`src/sv/text_display_filter_defines.svh`:
```
// Assertion macros for the RTL file that carries checks, tdf_back.
// Each macro expects i_clk and i_rst_n to exist in the module that uses it.
`ifndef TEXT_DISPLAY_FILTER_DEFINES_SVH
`define TEXT_DISPLAY_FILTER_DEFINES_SVH

// The consequent must hold in the same cycle as the antecedent.
`define TDF_ASSERT_IMPLY(lbl, ante, cons) \
    lbl: assert property (@(posedge i_clk) disable iff (!i_rst_n) (ante) |-> (cons)) \
        else $error("same-cycle implication failed");

// The consequent must hold in the cycle after the antecedent.
`define TDF_ASSERT_NEXT(lbl, ante, cons) \
    lbl: assert property (@(posedge i_clk) disable iff (!i_rst_n) (ante) |=> (cons)) \
        else $error("next-cycle implication failed");

`endif

```
`src/sv/tdf_pkg.sv`:
```
package tdf_pkg;

    // Prefix that goes in front of the final displayed byte.
    typedef enum logic [1:0] {
        PRE_NONE,
        PRE_CARET,
        PRE_META
    } t_prefix;

    // One classified input byte, as handed from the front to the back.
    typedef struct packed {
        logic    num;
        logic    dollar;
        t_prefix prefix;
        logic [7:0] ch;
    } t_desc;

    typedef struct packed {
        logic number_all_lines;
        logic number_nonblank_lines;
        logic squeeze_blank_runs;
        logic show_nonprinting;
        logic show_line_ends;
        logic show_tabs;
    } t_cfg;

    typedef enum logic [2:0] {
        REG_NUMBER_ALL,
        REG_NUMBER_NONBLANK,
        REG_SQUEEZE,
        REG_SHOW_NONPRINTING,
        REG_SHOW_ENDS,
        REG_SHOW_TABS
    } t_reg_idx;

    typedef enum logic [2:0] {
        PH_DIGIT,
        PH_TAB,
        PH_DOLLAR,
        PH_META_M,
        PH_META_DASH,
        PH_CARET,
        PH_CHAR
    } t_phase;

    localparam int CFG_ADDR_W  = 5;
    localparam int CFG_DATA_W  = 32;
    localparam int QUEUE_DEPTH = 4;

    localparam logic [7:0] CH_TAB    = 8'h09;
    localparam logic [7:0] CH_NL     = 8'h0A;
    localparam logic [7:0] CH_SPACE  = 8'h20;
    localparam logic [7:0] CH_DOLLAR = 8'h24;
    localparam logic [7:0] CH_DASH   = 8'h2D;
    localparam logic [7:0] CH_ZERO   = 8'h30;
    localparam logic [7:0] CH_I      = 8'h49;
    localparam logic [7:0] CH_M      = 8'h4D;
    localparam logic [7:0] CH_CARET  = 8'h5E;
    localparam logic [7:0] CH_DEL    = 8'h7F;
    localparam logic [7:0] CH_CTL_LIMIT  = 8'h20;
    localparam logic [7:0] CH_META_LOW   = 8'h80;
    localparam logic [7:0] CH_META_LIMIT = 8'hA0;
    localparam logic [7:0] CARET_OFFSET  = 8'h40;

endpackage

```
`src/sv/tdf_queue.sv`:
```
module tdf_queue #(
    parameter int WIDTH = 8
) (
    input  logic             i_clk,
    input  logic             i_rst_n,
    input  logic             i_push,
    input  logic [WIDTH-1:0] i_data,
    output logic             o_full,
    input  logic             i_pop,
    output logic             o_empty,
    output logic [WIDTH-1:0] o_data
);
    import tdf_pkg::*;

    localparam int PTR_W = (QUEUE_DEPTH > 1) ? $clog2(QUEUE_DEPTH) : 1;
    localparam int CNT_W = $clog2(QUEUE_DEPTH + 1);

    logic [WIDTH-1:0] r_mem [QUEUE_DEPTH];
    logic [PTR_W-1:0] r_wr_ptr, n_wr_ptr;
    logic [PTR_W-1:0] r_rd_ptr, n_rd_ptr;
    logic [CNT_W-1:0] r_count, n_count;
    logic             do_push, do_pop;

    assign o_full  = (r_count == CNT_W'(QUEUE_DEPTH));
    assign o_empty = (r_count == '0);
    assign o_data  = r_mem[r_rd_ptr];
    assign do_push = i_push && !o_full;
    assign do_pop  = i_pop && !o_empty;

    always_comb begin
        n_wr_ptr = r_wr_ptr;
        n_rd_ptr = r_rd_ptr;
        n_count  = r_count;
        if (do_push) begin
            n_wr_ptr = (r_wr_ptr == PTR_W'(QUEUE_DEPTH - 1)) ? '0 : r_wr_ptr + 1'b1;
        end
        if (do_pop) begin
            n_rd_ptr = (r_rd_ptr == PTR_W'(QUEUE_DEPTH - 1)) ? '0 : r_rd_ptr + 1'b1;
        end
        if (do_push && !do_pop) begin
            n_count = r_count + 1'b1;
        end else if (do_pop && !do_push) begin
            n_count = r_count - 1'b1;
        end
    end

    always_ff @(posedge i_clk) begin
        if (!i_rst_n) begin
            r_wr_ptr <= '0;
            r_rd_ptr <= '0;
            r_count  <= '0;
        end else begin
            r_wr_ptr <= n_wr_ptr;
            r_rd_ptr <= n_rd_ptr;
            r_count  <= n_count;
        end
    end

    always_ff @(posedge i_clk) begin
        if (do_push) begin
            r_mem[r_wr_ptr] <= i_data;
        end
    end

endmodule

```
`src/sv/tdf_front.sv`:
```
module tdf_front #(
    parameter int NUMBER_DIGITS = 6
) (
    input  logic                         i_clk,
    input  logic                         i_rst_n,
    input  logic                         i_accept,
    input  logic [7:0]                   i_in_byte,
    input  tdf_pkg::t_cfg                i_cfg,
    output logic                         o_q_push,
    output tdf_pkg::t_desc               o_desc,
    output logic [4*NUMBER_DIGITS-1:0]   o_bcd
);
    import tdf_pkg::*;

    localparam int BCD_W = 4 * NUMBER_DIGITS;

    logic             r_at_line_start;
    logic [1:0]       r_newline_run;
    logic [BCD_W-1:0] r_line_bcd;

    logic             is_nl;
    logic [1:0]       run_new, run_final;
    logic             held, num, dollar, bump, als_final;
    logic [BCD_W-1:0] bcd_inc;
    logic             carry;
    logic [3:0]       digit;

    assign is_nl   = (i_in_byte == CH_NL);
    assign run_new = !is_nl ? 2'd0 : ((r_newline_run == 2'd3) ? 2'd3 : r_newline_run + 2'd1);
    assign held    = i_cfg.squeeze_blank_runs && (run_new == 2'd3);
    assign num     = !held && r_at_line_start &&
                     ((i_cfg.number_nonblank_lines && (run_new == 2'd0)) ||
                      (!i_cfg.number_nonblank_lines && i_cfg.number_all_lines));
    assign dollar  = i_cfg.show_line_ends && (run_new != 2'd0) && !held;
    assign bump    = (run_new != 2'd0) && !held &&
                     (!i_cfg.number_nonblank_lines || (run_new == 2'd1));
    assign run_final = held ? 2'd2 : run_new;

    // The line flag is cleared by a printed number and set again by any line end.
    always_comb begin
        als_final = r_at_line_start;
        if (held) begin
            als_final = 1'b1;
        end else if (num) begin
            als_final = 1'b0;
        end
        if (dollar || bump) begin
            als_final = 1'b1;
        end
    end

    // Saturating decimal increment; carry stays high only across digits at nine.
    always_comb begin
        carry   = 1'b1;
        bcd_inc = r_line_bcd;
        for (int i = 0; i < NUMBER_DIGITS; i++) begin
            digit = r_line_bcd[4*i +: 4];
            if (carry) begin
                if (digit >= 4'd9) begin
                    bcd_inc[4*i +: 4] = 4'd0;
                end else begin
                    bcd_inc[4*i +: 4] = digit + 4'd1;
                    carry = 1'b0;
                end
            end
        end
    end

    always_comb begin
        o_desc.num    = num;
        o_desc.dollar = dollar;
        if (i_cfg.show_tabs && (i_in_byte == CH_TAB)) begin
            o_desc.prefix = PRE_CARET;
            o_desc.ch     = CH_I;
        end else if (i_cfg.show_nonprinting && (i_in_byte >= CH_META_LOW) &&
                     (i_in_byte < CH_META_LIMIT)) begin
            o_desc.prefix = PRE_META;
            o_desc.ch     = i_in_byte - CARET_OFFSET;
        end else if (i_cfg.show_nonprinting && (i_in_byte < CH_CTL_LIMIT) &&
                     (i_in_byte != CH_TAB) && !is_nl) begin
            o_desc.prefix = PRE_CARET;
            o_desc.ch     = i_in_byte + CARET_OFFSET;
        end else if (i_cfg.show_nonprinting && (i_in_byte == CH_DEL)) begin
            o_desc.prefix = PRE_CARET;
            o_desc.ch     = i_in_byte - CARET_OFFSET;
        end else begin
            o_desc.prefix = PRE_NONE;
            o_desc.ch     = i_in_byte;
        end
    end

    assign o_q_push = i_accept && !held;
    assign o_bcd    = r_line_bcd;

    always_ff @(posedge i_clk) begin
        if (!i_rst_n) begin
            r_at_line_start <= 1'b1;
            r_newline_run   <= 2'd0;
            r_line_bcd      <= BCD_W'(1);
        end else if (i_accept) begin
            r_at_line_start <= als_final;
            r_newline_run   <= run_final;
            if (bump && !carry) begin
                r_line_bcd <= bcd_inc;
            end
        end
    end

endmodule

```
`src/sv/tdf_back.sv`:
```
`include "text_display_filter_defines.svh"

module tdf_back #(
    parameter int NUMBER_DIGITS = 6
) (
    input  logic                         i_clk,
    input  logic                         i_rst_n,
    input  logic                         i_q_empty,
    input  tdf_pkg::t_desc               i_q_desc,
    input  logic [4*NUMBER_DIGITS-1:0]   i_q_bcd,
    output logic                         o_q_pop,
    input  logic                         i_pop,
    output logic                         o_empty,
    output logic [7:0]                   o_out_byte,
    output logic                         o_run_last
);
    import tdf_pkg::*;

    localparam int IDX_W = (NUMBER_DIGITS > 1) ? $clog2(NUMBER_DIGITS) : 1;

    t_phase           r_phase, n_phase, cur_phase;
    logic [IDX_W-1:0] r_idx, n_idx, cur_idx;
    logic             r_lead, n_lead, cur_lead;
    logic             r_mid, n_mid;
    logic             r_out_valid;
    logic [7:0]       r_out_byte, byte_val;
    logic             r_out_last;
    logic             go, is_space;
    logic [3:0]       digit;

    function automatic t_phase after_dollar(input t_prefix p);
        t_phase ph;
        case (p)
            PRE_META:  ph = PH_META_M;
            PRE_CARET: ph = PH_CARET;
            default:   ph = PH_CHAR;
        endcase
        return ph;
    endfunction

    function automatic t_phase after_tab(input t_desc d);
        return d.dollar ? PH_DOLLAR : after_dollar(d.prefix);
    endfunction

    // A descriptor that has not started yet begins at its first enabled phase.
    assign cur_phase = r_mid ? r_phase : (i_q_desc.num ? PH_DIGIT : after_tab(i_q_desc));
    assign cur_idx   = r_mid ? r_idx : IDX_W'(NUMBER_DIGITS - 1);
    assign cur_lead  = r_mid ? r_lead : 1'b1;
    assign go        = !i_q_empty && (!r_out_valid || i_pop);
    assign o_q_pop   = go && (cur_phase == PH_CHAR);

    always_comb begin
        digit = i_q_bcd[4*cur_idx +: 4];
        if (digit > 4'd9) begin
            digit = 4'd9;
        end
    end
    assign is_space = cur_lead && (digit == 4'd0) && (cur_idx != '0);

    // Next-state logic of the expansion sequencer.
    always_comb begin
        n_phase = r_phase;
        n_idx   = r_idx;
        n_lead  = r_lead;
        n_mid   = r_mid;
        if (go) begin
            n_mid = 1'b1;
            unique case (cur_phase)
                PH_DIGIT: begin
                    n_lead = is_space;
                    if (cur_idx == '0) begin
                        n_phase = PH_TAB;
                    end else begin
                        n_phase = PH_DIGIT;
                        n_idx   = cur_idx - 1'b1;
                    end
                end
                PH_TAB:       n_phase = after_tab(i_q_desc);
                PH_DOLLAR:    n_phase = after_dollar(i_q_desc.prefix);
                PH_META_M:    n_phase = PH_META_DASH;
                PH_META_DASH: n_phase = PH_CARET;
                PH_CARET:     n_phase = PH_CHAR;
                PH_CHAR:      n_mid   = 1'b0;
                default:      n_mid   = 1'b0;
            endcase
        end
    end

    // Output byte of the current phase.
    always_comb begin
        unique case (cur_phase)
            PH_DIGIT:     byte_val = is_space ? CH_SPACE : (CH_ZERO + {4'd0, digit});
            PH_TAB:       byte_val = CH_TAB;
            PH_DOLLAR:    byte_val = CH_DOLLAR;
            PH_META_M:    byte_val = CH_M;
            PH_META_DASH: byte_val = CH_DASH;
            PH_CARET:     byte_val = CH_CARET;
            PH_CHAR:      byte_val = i_q_desc.ch;
            default:      byte_val = i_q_desc.ch;
        endcase
    end

    always_ff @(posedge i_clk) begin
        if (!i_rst_n) begin
            r_phase     <= PH_CHAR;
            r_idx       <= '0;
            r_lead      <= 1'b1;
            r_mid       <= 1'b0;
            r_out_valid <= 1'b0;
        end else begin
            r_phase <= n_phase;
            r_idx   <= n_idx;
            r_lead  <= n_lead;
            r_mid   <= n_mid;
            if (go) begin
                r_out_valid <= 1'b1;
            end else if (i_pop) begin
                r_out_valid <= 1'b0;
            end
        end
    end

    always_ff @(posedge i_clk) begin
        if (go) begin
            r_out_byte <= byte_val;
            r_out_last <= (cur_phase == PH_CHAR);
        end
    end

    assign o_empty    = !r_out_valid;
    assign o_out_byte = r_out_byte;
    assign o_run_last = r_out_last;

    `TDF_ASSERT_IMPLY(a_mid_keeps_head, r_mid, !i_q_empty)
    `TDF_ASSERT_NEXT(a_char_ends_desc, go && (cur_phase == PH_CHAR), !r_mid)
    `TDF_ASSERT_NEXT(a_pop_marks_last, o_q_pop, r_out_valid && r_out_last)

endmodule

```
`src/sv/text_display_filter.sv`:
```
// An accepted byte passes the descriptor queue, and the back registers its first display byte.
// Throughput: one display byte per cycle unless pop stalls, limited by the single sequencer in tdf_back.
// An input byte holds the expansion sequencer until all of its 1 to 11 display bytes are registered.
// Input bytes are taken every cycle while the four-entry descriptor queue has room.
// Reset is synchronous, active low: registers read 0, line counter 1, queue and output empty.
module text_display_filter #(
    parameter int NUMBER_DIGITS = 6
) (
    input  logic                              i_clk,
    input  logic                              i_rst_n,
    // Input byte stream, queue style.
    input  logic                              push,
    output logic                              full,
    input  logic [7:0]                        i_in_byte,
    // Display byte stream, queue style.
    output logic                              empty,
    input  logic                              pop,
    output logic [7:0]                        o_out_byte,
    output logic                              o_run_last,
    // Register port.
    input  logic                              psel,
    input  logic                              penable,
    input  logic                              pwrite,
    input  logic [tdf_pkg::CFG_ADDR_W-1:0]    paddr,
    input  logic [tdf_pkg::CFG_DATA_W-1:0]    pwdata,
    output logic [tdf_pkg::CFG_DATA_W-1:0]    prdata,
    output logic                              pready
);
    import tdf_pkg::*;

    localparam int BCD_W  = 4 * NUMBER_DIGITS;
    localparam int DESC_W = BCD_W + $bits(t_desc);

    t_cfg             r_cfg;
    t_reg_idx         reg_idx;
    logic             cfg_wr;
    logic             accept;
    logic             q_push, q_full, q_empty, q_pop;
    t_desc            f_desc, q_desc;
    logic [BCD_W-1:0] f_bcd, q_bcd;

    // The register port never waits. The register index comes from the word
    // address, so the low two address bits are ignored.
    assign pready  = 1'b1;
    assign reg_idx = t_reg_idx'(paddr[4:2]);
    assign cfg_wr  = psel && penable && pwrite && pready;

    always_ff @(posedge i_clk) begin
        if (!i_rst_n) begin
            r_cfg <= '0;
        end else if (cfg_wr) begin
            unique case (reg_idx)
                REG_NUMBER_ALL:       r_cfg.number_all_lines      <= pwdata[0];
                REG_NUMBER_NONBLANK:  r_cfg.number_nonblank_lines <= pwdata[0];
                REG_SQUEEZE:          r_cfg.squeeze_blank_runs    <= pwdata[0];
                REG_SHOW_NONPRINTING: r_cfg.show_nonprinting      <= pwdata[0];
                REG_SHOW_ENDS:        r_cfg.show_line_ends        <= pwdata[0];
                REG_SHOW_TABS:        r_cfg.show_tabs             <= pwdata[0];
                default: ;
            endcase
        end
    end

    // Reads return the single option bit in bit 0; unused addresses read zero.
    always_comb begin
        prdata = '0;
        unique case (reg_idx)
            REG_NUMBER_ALL:       prdata[0] = r_cfg.number_all_lines;
            REG_NUMBER_NONBLANK:  prdata[0] = r_cfg.number_nonblank_lines;
            REG_SQUEEZE:          prdata[0] = r_cfg.squeeze_blank_runs;
            REG_SHOW_NONPRINTING: prdata[0] = r_cfg.show_nonprinting;
            REG_SHOW_ENDS:        prdata[0] = r_cfg.show_line_ends;
            REG_SHOW_TABS:        prdata[0] = r_cfg.show_tabs;
            default:              prdata    = '0;
        endcase
    end

    // An input transaction completes whenever the descriptor queue has room.
    // The front updates the line state at once, so a squeezed newline simply
    // leaves no descriptor behind and produces no display bytes.
    assign full   = q_full;
    assign accept = push && !q_full;

    tdf_front #(
        .NUMBER_DIGITS(NUMBER_DIGITS)
    ) u_front (
        .i_clk     (i_clk),
        .i_rst_n   (i_rst_n),
        .i_accept  (accept),
        .i_in_byte (i_in_byte),
        .i_cfg     (r_cfg),
        .o_q_push  (q_push),
        .o_desc    (f_desc),
        .o_bcd     (f_bcd)
    );

    // The queue carries each descriptor together with a snapshot of the line
    // number, so the back can print a number while the front moves on.
    tdf_queue #(
        .WIDTH(DESC_W)
    ) u_queue (
        .i_clk   (i_clk),
        .i_rst_n (i_rst_n),
        .i_push  (q_push),
        .i_data  ({f_bcd, f_desc}),
        .o_full  (q_full),
        .i_pop   (q_pop),
        .o_empty (q_empty),
        .o_data  ({q_bcd, q_desc})
    );

    // The back walks through digits, tab, dollar sign, M- and caret prefixes and the final
    // byte, one display transaction per cycle into its output register while pop allows.
    tdf_back #(
        .NUMBER_DIGITS(NUMBER_DIGITS)
    ) u_back (
        .i_clk      (i_clk),
        .i_rst_n    (i_rst_n),
        .i_q_empty  (q_empty),
        .i_q_desc   (q_desc),
        .i_q_bcd    (q_bcd),
        .o_q_pop    (q_pop),
        .i_pop      (pop),
        .o_empty    (empty),
        .o_out_byte (o_out_byte),
        .o_run_last (o_run_last)
    );

endmodule

```
`config.mk`:
```
export PLATFORM = sky130hd
export DESIGN_NAME = text_display_filter
export DESIGN_NICKNAME = d
export VERILOG_FILES = /design/src/sv/tdf_pkg.sv /design/src/sv/tdf_queue.sv /design/src/sv/tdf_front.sv /design/src/sv/tdf_back.sv /design/src/sv/text_display_filter.sv
export VERILOG_INCLUDE_DIRS = /design/src /design/src/sv
export SDC_FILE = /design/constraint.sdc
export NUM_CORES = 1
export LEC_CHECK = 0
export ABC_CLOCK_PERIOD_IN_PS = 6400
export BUFFER_PORTS_ARGS = -buffer_cell sky130_fd_sc_hd__buf_2
export CAP_MARGIN = 20
export CORE_UTILIZATION = 41
export CTS_BUF_LIST = sky130_fd_sc_hd__clkbuf_8
export CTS_CLUSTER_SIZE = 10
export DETAILED_ROUTE_END_ITERATION = 10
export PLACE_DENSITY = 0.65
export SYNTH_ARGS = -nofsm -noshare
export SYNTH_HDL_FRONTEND = slang
export SYNTH_HIERARCHICAL = 1
export SYNTH_SLANG_ARGS = --single-unit
```
`constraint.sdc`:
```
create_clock -name i_clk -period 6.4 [get_ports i_clk]
set_input_delay 0.64 -clock i_clk [delete_from_list [all_inputs] [get_ports i_clk]]
set_output_delay 0.64 -clock i_clk [all_outputs]
set_load 0.02 [all_outputs]
```
==> impl_metrics.ini <==
[timing]
finalWorstPathRequiredPeriod_ns = 4.41
worst_pin_slew_ns = 1.05
finalHoldWorstSlack_ns = 0.430
final_hold_viol_count = 0
max-slew-margin-rel = 0.299
post-route-period-util = 0.689
clock.fmax_ghz = 0.227
finalMaxSlewViolations = 0
rsz0062_at_grt = false
timing.final.setup_violations = 0
fin_worst_skew_ns = 0.0263
timing.setup.tns_ns = 0

[detailed_routing]
final_antenna_net_count = 0
num_vias = 5568
drt_pre_antenna_iters = 5
vias_per_cell = 5.22
met1Wirelength_mm = 7.90
finalWirelength_mm = 17.6
routedWlPerCell_um = 16.5
remaining_drc_errors = 0
met3_wirelength_from_detailed_routing_um = 819
topRoutingLayerUsed = met4
drtIter0Drc = 308
dr_wl_met2_mm = 8.55

[power_and_ir_drop]
vdd.ir_drop.worst_v = 0.000146
power_density_nw_per_um2 = 357
power.leakage_nw = 3.68

[floorplan]
fp.coreArea_um2 = 22800
placementRows = 55
die-width_um = 155
floorplan.initialDensity = 0.423
vertical_die_dimension_um = 155
design.die.area_um2 = 24200
io_pins = 96

[clock_tree]
cts_hold_buf = 0
ctsRootBufferMaster = clkbuf_8
cts_made_buffers = 35
cts.reportedPaths.clkPinSlew_ns = 0.05
cts_num_sinks = 204
postCtsSetupBuffers = 0
tritoncts_clock_tree = done
post_cts.resized_instances = 0
latest_clock_arrival_within_the_worst_skew_pair_ns = 0.51
ctsLongestPathBuffers = 3
htree_num_levels = 2

[global_routing]
number_of_antenna_violations_at_the_first_check_in_global_routing = 0
grt_pass1_vias = 5452
global_route_usage_sum = 0.151
largest_net_degree_at_the_start_of_global_routing = 56
overflow = 0
grt_first_pass_wirelength_mm = 28.3

[final_layout]
filler_cell_count = 2021
antennaDiodeCount = 0
layout-drive-gt1-share = 0.195
finish.net_count = 813
area_growth_pct = 9.12
finalInstanceArea_um2 = 10500

[yosys]
synth_top_area_frac = 0.476
number_of_enable_flip_flop_cells_after_synthesis = 153
syn-cell-area_um2 = 9650
synth_seq_cells = 204
synthDominantAreaCellType = edfxtp_1
synthDistinctLibCells = 87
ys_seq_area_frac = 0.582
async_flop_share = 0
netlist_top_cells_area = edfxtp_1 (48%), dfxtp_1 (11%), mux4_2 (7.2%)
yosysWarnings = 6
syn_area_per_cell_um2 = 14.0
yosysMostFrequentCell = edfxtp_1
ys.flop_type = edfxtp_1
post_synth_inst_count = 688
synth.top_cells.by_count = edfxtp_1 (153), dfxtp_1 (51), nand2_1 (46)

[worst_setup_path]
worstSetupPathType = reg2reg
worst_setup_path_end_kind = flip-flop
arrival_ns = 4.82
critical_path_rt_ns = 6.82
start_kind = flip-flop
timing.critical_path.fanout_max = 22

[placed_design]
port_buffers = 30
placement.cell_area_um2 = 9870
detailed_place_hpwl_mm = 11.2
gp_congestion = 0.788

[hold_path]
hold_class = in2reg

[run_status]
run_status = finished clean

[flow_run]
maxCapViolations = 0
==> cells by family (layout without fill, tap and decap cells) <==
group	after synthesis	in the layout	share of synthesized area
other cells	2	32	0.000778
flops	204	204	0.582
buf+inv	96	131	0.0627
fa+ha+maj	33	33	0.0435
simple gates	175	175	0.109
compound gates	121	121	0.0934
mux	52	52	0.104
xor+xnor	5	5	0.00454
==> state kept, by name, summed over array words and instances, names as in the netlist, named ones only <==
| name | count |
|---|---|
| u_back/o_out_byte | 8 |
| u_queue/r_wr_ptr | 2 |
| u_back/r_idx | 3 |
| u_queue/r_count | 3 |
| u_back/r_out_valid | 1 |
| u_back/r_mid | 1 |
| u_front/o_bcd | 24 |
| u_back/r_lead | 1 |
| u_queue/r_rd_ptr | 2 |
| u_front/r_at_line_start | 1 |
| u_front/r_newline_run | 2 |
| u_back/o_run_last | 1 |
| u_back/r_phase | 3 |
| u_queue/r_mem | 144 |
| r_cfg | 6 |
==> routing by layer <==
layer	GRT usage	vias to the layer above
li1	-	2670
met1	0.194	2716
met2	0.255	149
met3	0.0281	33
met4	0.0574	0
met5	0	-
==> power breakdown <==
part	switching (mW)	internal, mW	leakage [nW]	total [mW]
sequential	0.0991	1.67	1.79	1.77
clock	0.493	0.608	0.384	1.10
combinational	0.539	0.354	1.50	0.893
==> worst max-delay path: stages, from the launching register on <==
cell and delay [ns]:
dfxtp_2 0.85, mux4_2 0.61, ha_1 0.25, nor2b_1 0.16
o31ai_2 0.46, nand2_1 0.28, nor3_1 0.39, o31ai_1 0.25
ha_1 0.26, inv_1 0.07, fa_1 0.17, xor2_1 0.07
or3_1 0.30, a21boi_0 0.19
==> placed cells by master (no fill, tap or decap), types with 7 or more instances in the layout <==
| master | instances |
|---|---|
| mux4_2 | 31 |
| nand3_1 | 23 |
| a21boi_0 | 9 |
| o21ai_0 | 27 |
| mux2i_1 | 14 |
| dfxtp_1 | 50 |
| ha_1 | 32 |
| conb_1 | 32 |
| nand4_1 | 7 |
| nor2b_1 | 7 |
| buf_2 | 30 |
| nand2_1 | 46 |
| nor2_1 | 23 |
| a21oi_1 | 22 |
| clkbuf_8 | 40 |
| o31ai_1 | 8 |
| edfxtp_1 | 153 |
| nand2b_1 | 9 |
| inv_1 | 45 |
| clkinv_1 | 8 |
==> final timing paths <==
check	start	endpoint	slack [ns]	cells past startpoint
setup / recovery	flip-flop	u_queue/r_count[2]	1.99	13
hold / removal	i_in_byte[3]	u_queue/r_mem[2][3]	0.43	1
setup reg to reg	flip-flop	u_queue/r_count[2]	1.99	13
hold reg to reg	u_front/r_at_line_start	u_front/r_at_line_start	0.48	2
==> cell type report <==
class / instances / area, um2 / area share
sequential: 204 / 5620 / 0.533
multi-input combinational: 418 / 3550 / 0.337
clock buffer: 40 / 551 / 0.0523
tap: 313 / 392 / 0.0372
timing repair buffer: 34 / 180 / 0.0171
inverter: 35 / 134 / 0.0127
clock inverter: 22 / 111 / 0.0106
==> through the flow <==
stage	total power, mW	setup WS, ns	util	std cells
3_5_place_dp	2.69	1.93	0.432	1004
4_1_cts	3.80	1.89	0.461	1066
6_report	3.76	1.99	0.461	1066
5_1_grt	3.97	1.64	0.461	1066
3_3_place_gp	2.68	2.04	0.432	1004
2_1_floorplan	2.50	3.04	-	718
(Power assumes the default switching activity.)
